File: config.mk
export PLATFORM = sky130hd
export DESIGN_NAME = rsfl_div
export DESIGN_NICKNAME = d
export VERILOG_FILES = /design/src/rsfl_pkg.sv /design/src/rsfl_div.sv
export SDC_FILE = /design/constraint.sdc
export NUM_CORES = 1
export LEC_CHECK = 0
export ABC_AREA = 1
export BUFFER_PORTS_ARGS = -buffer_cell sky130_fd_sc_hd__buf_4
export CORE_UTILIZATION = 40
export DETAILED_ROUTE_END_ITERATION = 10
export PLACE_DENSITY_LB_ADDON = 0.3
export SYNTH_ARGS = -nofsm -noshare
export SYNTH_HDL_FRONTEND = slang
export SYNTH_SLANG_ARGS = --single-unit
File: constraint.sdc
create_clock -name clk -period 2.5 [get_ports clk]
set_input_delay 0.125 -clock clk [delete_from_list [all_inputs] [get_ports clk]]
set_output_delay 0.125 -clock clk [all_outputs]
set_load 0.05 [all_outputs]
File: src/rsfl_pkg.sv
// rsfl_pkg: shared widths, codes and types for the record slot free list.
// No dependencies; imported by every module of the block.
package rsfl_pkg;

  // Field widths of the stream payload
  localparam int MODE_W    = 2;
  localparam int ID_W      = 10;
  localparam int BLK_W     = 11;
  localparam int OFF_W     = 22;
  localparam int ST_W      = 2;
  localparam int IN_DATA_W = 16;  // slot_id padded to whole bytes
  localparam int OUT_W     = 48;  // 47 result bits padded to whole bytes

  // Configuration
  localparam int CFG_IDX_W = 2;
  localparam int CFG_W     = 13;
  localparam int PER_W     = 11;
  localparam int BYTES_W   = 13;
  localparam int BLKCNT_W  = 12;  // block count never passes 2048

  localparam logic [PER_W-1:0]   PER_MAX     = 11'd1024;
  localparam logic [PER_W-1:0]   PER_RESET   = 11'd1;
  localparam logic [BYTES_W-1:0] BYTES_MAX   = 13'd4096;
  localparam logic [BYTES_W-1:0] BYTES_RESET = 13'd8;

  localparam int SLOT_COUNT_DEF = 1024;

  // Register indexes
  localparam logic [CFG_IDX_W-1:0] REG_PER_BLOCK = 2'd0;
  localparam logic [CFG_IDX_W-1:0] REG_REC_BYTES = 2'd1;

  // Request kinds
  localparam logic [MODE_W-1:0] MODE_INSERT = 2'd0;
  localparam logic [MODE_W-1:0] MODE_DELETE = 2'd1;
  localparam logic [MODE_W-1:0] MODE_LOOKUP = 2'd2;

  // Result status
  localparam logic [ST_W-1:0] ST_OK     = 2'd0;
  localparam logic [ST_W-1:0] ST_BEYOND = 2'd1;
  localparam logic [ST_W-1:0] ST_ABSENT = 2'd2;
  localparam logic [ST_W-1:0] ST_FULL   = 2'd3;

  // Slot memory control
  typedef struct packed {
    logic rd;        // read both arrays at rd_addr
    logic live_wr;   // write live mark at wr_addr
    logic link_wr;   // write link at wr_addr
    logic live_bit;  // live mark value
  } mem_ctl_t;

endpackage

File: src/rsfl_div.sv
// rsfl_div: restoring divider, one quotient bit per cycle.
// Depends on rsfl_pkg for the divisor width.
module rsfl_div
  import rsfl_pkg::*;
#(
  parameter int DW = 10
) (
  input  logic             clk,
  input  logic             rst,
  input  logic             start,
  input  logic [DW-1:0]    dividend,
  input  logic [PER_W-1:0] divisor,
  output logic             done,
  output logic [DW-1:0]    quotient,
  output logic [PER_W-1:0] remainder
);

  localparam int CW = $clog2(DW);
  localparam logic [CW-1:0] LAST = CW'(DW - 1);

  logic          busy;
  logic [CW-1:0] cnt;
  logic [PER_W:0] trial;
  logic [PER_W:0] diff;
  logic           ge;

  assign trial = {remainder, quotient[DW-1]};
  assign diff  = trial - {1'b0, divisor};
  assign ge    = trial >= {1'b0, divisor};

  always_ff @(posedge clk) begin
    if (rst) begin
      busy <= 1'b0;
      done <= 1'b0;
      cnt  <= '0;
    end else begin
      done <= 1'b0;
      if (start) begin
        busy <= 1'b1;
        cnt  <= '0;
      end else if (busy) begin
        cnt <= cnt + CW'(1);
        if (cnt == LAST) begin
          busy <= 1'b0;
          done <= 1'b1;
        end
      end
    end
  end

  // quotient register doubles as the dividend shifter
  always_ff @(posedge clk) begin
    if (start) begin
      quotient  <= dividend;
      remainder <= '0;
    end else if (busy) begin
      quotient  <= {quotient[DW-2:0], ge};
      remainder <= ge ? diff[PER_W-1:0] : trial[PER_W-1:0];
    end
  end

endmodule

==> run metrics, run 1 <==
Yosys reg bits=27; Synth top cells by count=nand2_1 (96), inv_1 (47), nand3_1 (25); Primary FF master, synth=dfxtp_1; number of synthesized flops with an enable pin=10; Worst R2R Path Depth=10; initial antenna violation count=0; HP Class=in2reg; power density over the cells=428.2 nW/um^2; Fin. Hold Viols=0; die area=5314 sq um; max cap viols=0; CTS Buf Count=3; Final ANT Viol Nets=0; Crit Path Max Fanout=12; fraction of registers with async set/reset=0%; Critical Path Start Type=register; dpl ws=0.4144 ns; Syn. warnings=0; post-synthesis sequential area ratio=31.86%; fin crit share=84.73%; status=completed; top cell type's share of synthesized area=17.92%; setup slack after layout=0.3818 ns; core area=4786 sq um; Setup CP Type=reg2reg; DRT iter0 DRCs=106; clk_lat worst skew=0.28 ns; R2R Path Start=quotient[9]$_DFFE_PP_; RSZ-0062 raised after global routing=no; Lkg Pwr=1.284 nW; gp weighted congestion=0.8882; all-layer global routing usage=18.74%; CP endpoint kind=register; syn nets=328; layout cells sized above 1=23.26%; H-tree levels=1; Worst-Margin Slew=0.9400 ns; DP HPWL=3.569 mm; setup_tns=0 ns; io pins=46; Setup Skew=0.006156 ns; area grow syn2layout=20.53%; PortBufs=45; DRT Wirelength=4.561 mm; Critical Path Max Stage Delay=0.40 ns; grt ovf=0; Clock Pin Slew Worst Setup and Hold Paths=0.10 ns; hold_ws=0.1052 ns; crit path cell chain=inv_1, ha_1, fa_1, inv_1, nand3_1, nand3_2, nand2_2, nand4_4, nand2_1, nand2_1; Syn Inst Count=290; met1 wire length=2.149 mm; vias in the first global route=1759; router iterations before antenna repair=4; # Post-CTS Setup Buffers=0; Max Freq=472.1 MHz; fin. max-slew vios=0; Starting Density=42.01%; area leader, netlist=nand2_1; slowest cell on the critical path=edfxtp_1; via count=1925; WP buf/inv=2; Arr. time, crit path=2.17 ns; r2r endpoint=quotient[0]$_DFFE_PP_; fill count=506; WP data required=2.55 ns; clock tree buffer depth=2; Post-CTS Hold Buffers=1; # setup viols final=0; Mapped Area=2011 sq um; Yosys cell types=30; n_diodes=0; drt via density=4.837; Tmin final=2.118 ns; chip height=72.90 microns; hold path depth=3; Synth area leaders=nand2_1 (18%), dfxtp_1 (17%), edfxtp_1 (15%); Worst Hold End=quotient[9]$_DFFE_PP_; CTS tree=done; reg2reg setup slack=0.38 ns; Clock Root Buffer=clkbuf_8; PostCTS Resize Cnt=0; Top Layer Used=met4; Slew Limit Headroom=37.10%; # DRC=0; WL met3=256 microns; crit-path leading delay family=simple AND/OR/NAND/NOR gates; VDD IR-drop max=0.0002803 V; syn avg cell area=6.933 sq um; most common cell in the netlist=nand2_1; Avg WL per Cell=11.46 microns; nets@finish=370; Horiz. Die Dim=72.90 microns; largest net degree at the start of global routing=17; Hold Path Origin=dividend[9]; global-route wire length before repair=7.762 mm; number of core rows=25; CTS Sinks=27; Pwr Total=1.038 mW; metal2 WL=2.113 mm
registers in the layout (all words and copies together) (netlist names):
| name | cells |
|---|---|
| busy | 1 |
| done | 1 |
| quotient | 10 |
| remainder | 11 |
| cnt | 4 |
placed cells by master (no fill, tap or decap), types with 2 or more instances in the layout:
master and n:
clkbuf_8 3, inv_2 3, inv_1 47, nand2_2 13, ha_1 13, nand3_2 6
nand3_1 25, nand2_1 96, xnor2_1 3, nor2_2 2, edfxtp_1 10, nand4_1 14
nor3_1 3, a21oi_1 5, dfxtp_1 17, nor2_1 14, buf_4 45
layer usage:
layer / vias to the layer above / track usage (%)
met5: - / 0
met2: 57 / 31.78
li1: 996 / -
met4: 0 / 5.447
met3: 5 / 2.901
met1: 867 / 24.68
stage by stage:
stage	std cells	area, sq um	util [%]
after CTS	398	2424	50.64
after detailed placement	393	2365	49.41
final	398	2424	50.64
after global routing	398	2424	50.64
after global placement	393	2365	49.41
after floorplan	290	2011	-
cell families after synthesis:
kind of cell | Yosys count | synth area share [%]
AO/OA/AOI/OAI | 7 | 2.054
adder cells (fa/ha/maj) | 14 | 9.085
buffers and inverters | 59 | 12.69
AND/OR/NAND/NOR | 179 | 42.56
flip-flops | 27 | 31.86
XOR/XNOR | 4 | 1.743
area by class of cell:
class                           count  area (sq um)  share of cell area [%]
Timing Repair Buffer               46         347.8                   14.35
Clock buffer                        3         41.29                   1.704
Multi-Input combinational cell    204          1115                   46.00
Clock inverter                      1         7.507                  0.3098
Tap cell                           67         83.83                   3.459
Sequential cell                    27         640.6                   26.43
Inverter                           50         187.7                   7.744
worst reg2reg max path, cell delays in order (launching register included):
cell,delay [ns]
edfxtp_1,0.40
inv_1,0.09
ha_1,0.19
fa_1,0.23
inv_1,0.06
nand3_1,0.08
nand3_2,0.12
nand2_2,0.25
nand4_4,0.30
nand2_1,0.13
nand2_1,0.05
power by group:
| part | switching (mW) | internal [mW] |
|---|---|---|
| logic | 0.176 | 0.0952 |
| clock network | 0.153 | 0.114 |
| registers | 0.0172 | 0.483 |
| total | 0.346 | 0.691 |
how the worst max path moves through the flow:
stage	startpoint	to	slack (ns)	depth (start not counted)
after global placement	quotient[9]$_DFFE_PP_	quotient[0]$_DFFE_PP_	0.49	10
after CTS	quotient[9]$_DFFE_PP_	quotient[0]$_DFFE_PP_	0.39	10
final	quotient[9]$_DFFE_PP_	quotient[0]$_DFFE_PP_	0.38	10
after floorplan	quotient[9]$_DFFE_PP_	remainder[7]$_SDFFE_PP0P_	0.35	12
after global routing	quotient[9]$_DFFE_PP_	remainder[5]$_SDFFE_PP0P_	0.21	11
after detailed placement	quotient[9]$_DFFE_PP_	quotient[0]$_DFFE_PP_	0.41	10
Power figures use the tool's default switching activity.
==> inputs of run 2 (changes only) <==
==> constraint.sdc (replaced) <==
create_clock -name clk -period 2.1 [get_ports clk]
set_input_delay 0.105 -clock clk [delete_from_list [all_inputs] [get_ports clk]]
set_output_delay 0.105 -clock clk [all_outputs]
set_load 0.05 [all_outputs]
==> run 2 against run 1 <==
Global-route usage is 0.98 points higher. Flip-flop and latch count stayed put. Sequential power is 19% higher. First-iteration DRC count is 0.94% lower. Fmax is 10% higher. Hold slack worse by 0.033 ns. Utilization is 0.60 points higher. Critical endpoint unchanged. Largest cell class unchanged. Largest power group unchanged.
==> run metrics, run 2 (synthesis results as in run 1) <==
Crit Path Max Fanout=12 (unchanged); CP endpoint kind=register (unchanged); Multi-input gate area=1120 sq um (was 1115 sq um); max reg flops=11 (unchanged); # DRC=0 (unchanged); DP HPWL=3.589 mm (was 3.569 mm); fill count=483 (was 506); setup slack after layout=0.1828 ns (was 0.3818 ns); Arr. time, crit path=1.98 ns (was 2.17 ns); grt ovf=0 (unchanged); Worst-Margin Slew=0.8687 ns (was 0.9400 ns); Critical Path Start Type=register (unchanged); Fin. Hold Viols=0 (unchanged); Clock Pin Slew Worst Setup and Hold Paths=0.11 ns (was 0.10 ns); crit path cell chain=inv_1, ha_2, fa_2, inv_1, nand3_1, nand3_2, nand2_2, nand4_4, nand2_1, nand2_1 (was inv_1, ha_1, fa_1, inv_1, nand3_1, nand3_2, nand2_2, nand4_4, nand2_1, nand2_1); largest net degree at the start of global routing=18 (was 17); Clock Root Buffer=clkbuf_8 (unchanged); DRT Wirelength=4.642 mm (was 4.561 mm); WP buf/inv=2 (unchanged); Avg WL per Cell=11.58 microns (was 11.46 microns); PortBufs=45 (unchanged); Worst R2R Path Depth=10 (unchanged); area grow syn2layout=21.97% (was 20.53%); n_diodes=0 (unchanged); biggest regs=remainder x11, quotient x10, cnt x4 (unchanged); vias in the first global route=1895 (was 1759); nets@finish=373 (was 370); Tmin final=1.917 ns (was 2.118 ns); clk_lat worst skew=0.29 ns (was 0.28 ns); CTS Buf Count=3 (unchanged); Final ANT Viol Nets=0 (unchanged); register area=640.6 sq um (unchanged); VDD IR-drop max=0.0004077 V (was 0.0002803 V); via count=1933 (was 1925); core area=4786 sq um (unchanged); commonest non-fill, non-tap cell in the layout=nand2_1 (unchanged); Lkg Pwr=1.299 nW (was 1.284 nW); fin. max-slew vios=0 (unchanged); Horiz. Die Dim=72.90 microns (unchanged); RSZ-0062 raised after global routing=no (unchanged); fin crit share=91.30% (was 84.73%); CTS tree=done (unchanged); hold path depth=3 (unchanged); dpl ws=0.1796 ns (was 0.4144 ns); H-tree levels=1 (unchanged); Top Layer Used=met4 (unchanged); Starting Density=42.01% (unchanged); initial antenna violation count=0 (unchanged); crit-path leading delay family=simple AND/OR/NAND/NOR gates (unchanged); HP Class=in2reg (unchanged); clock tree buffer depth=2 (unchanged); status=completed (unchanged); # setup viols final=0 (unchanged); PostCTS Resize Cnt=0 (unchanged); io pins=46 (unchanged); layout cells sized above 1=24.55% (was 23.26%); metal2 WL=2.194 mm (was 2.113 mm); DRT iter0 DRCs=105 (was 106); power density over the cells=514.2 nW/um^2 (was 428.2 nW/um^2); CTS Sinks=27 (unchanged); Core Util, Final=51.24% (was 50.64%); all-layer global routing usage=19.72% (was 18.74%); Setup CP Type=reg2reg (unchanged); drt via density=4.820 (was 4.837); setup_tns=0 ns (unchanged); # Post-CTS Setup Buffers=0 (unchanged); gp weighted congestion=0.9252 (was 0.8882); Worst path depth=10 (unchanged); Slew Limit Headroom=41.87% (was 37.10%); Finished Layout Cells=401 (was 398); max cap viols=0 (unchanged); Post-CTS Hold Buffers=1 (unchanged); met1 wire length=2.090 mm (was 2.149 mm); router iterations before antenna repair=4 (unchanged); global-route wire length before repair=8.114 mm (was 7.762 mm); Biggest register=remainder (unchanged); Pwr Total=1.261 mW (was 1.038 mW); number of core rows=25 (unchanged); commonest non-fill, non-tap cells in the layout=nand2_1 (96), buf_4 (48), inv_1 (47), nand3_1 (25), dfxtp_1 (17) (was nand2_1 (96), inv_1 (47), buf_4 (45), nand3_1 (25), dfxtp_1 (17)); WL met3=294 microns (was 256 microns); Critical Path Max Stage Delay=0.41 ns (was 0.40 ns); die area=5314 sq um (unchanged); chip height=72.90 microns (unchanged); slowest cell on the critical path=edfxtp_1 (unchanged); WP data required=2.16 ns (was 2.55 ns); Max Freq=521.6 MHz (was 472.1 MHz); Setup Skew=0.007035 ns (was 0.006156 ns); Cells after DPL=396 (was 393)
==> run 2: area by class of cell <==
cell class                 instances  share of cell area, %
multi-input combinational        204                  45.66
sequential                        27                  26.12
timing repair buffer              49                  15.10
inverter                          50                  7.653
tap                               67                  3.418
clock buffer                       3                  1.684
clock inverter                     1                 0.3571
==> run 2: stage by stage <==
stage | instance area (sq um) | hold slack, ns
after global routing | 2452 | 0.07924
after floorplan | 2016 | 0.1741
after detailed placement | 2392 | 0.2691
after global placement | 2392 | 0.2664
final | 2452 | 0.07189
after CTS | 2452 | 0.06892
==> run 2: worst paths after layout <==
kind                                                  from                         end  slack [ns]
worst min-delay path                           dividend[2]       quotient[2]$_DFFE_PP_        0.07
worst min register to register  remainder[10]$_SDFFE_PP0P_  remainder[10]$_SDFFE_PP0P_        0.50
worst max register to register       quotient[9]$_DFFE_PP_       quotient[0]$_DFFE_PP_        0.18
worst max-delay path                 quotient[9]$_DFFE_PP_       quotient[0]$_DFFE_PP_        0.18
==> run 2: worst min-delay path, cell delays in order <==
cell and delay (ns):
buf_4 0.08, nand2_1 0.04, nand2_1 0.05
==> run 2: report_power, final <==
part,switching [mW],internal (mW)
logic,0.210,0.116
registers,0.0193,0.575
clock network,0.201,0.140
total,0.430,0.831
==> run 2: metal layers <==
| layer | track usage (%) | vias up |
|---|---|---|
| met3 | 4.696 | 7 |
| li1 | - | 1002 |
| met5 | 0 | - |
| met1 | 24.29 | 864 |
| met4 | 6.972 | 0 |
| met2 | 33.64 | 60 |
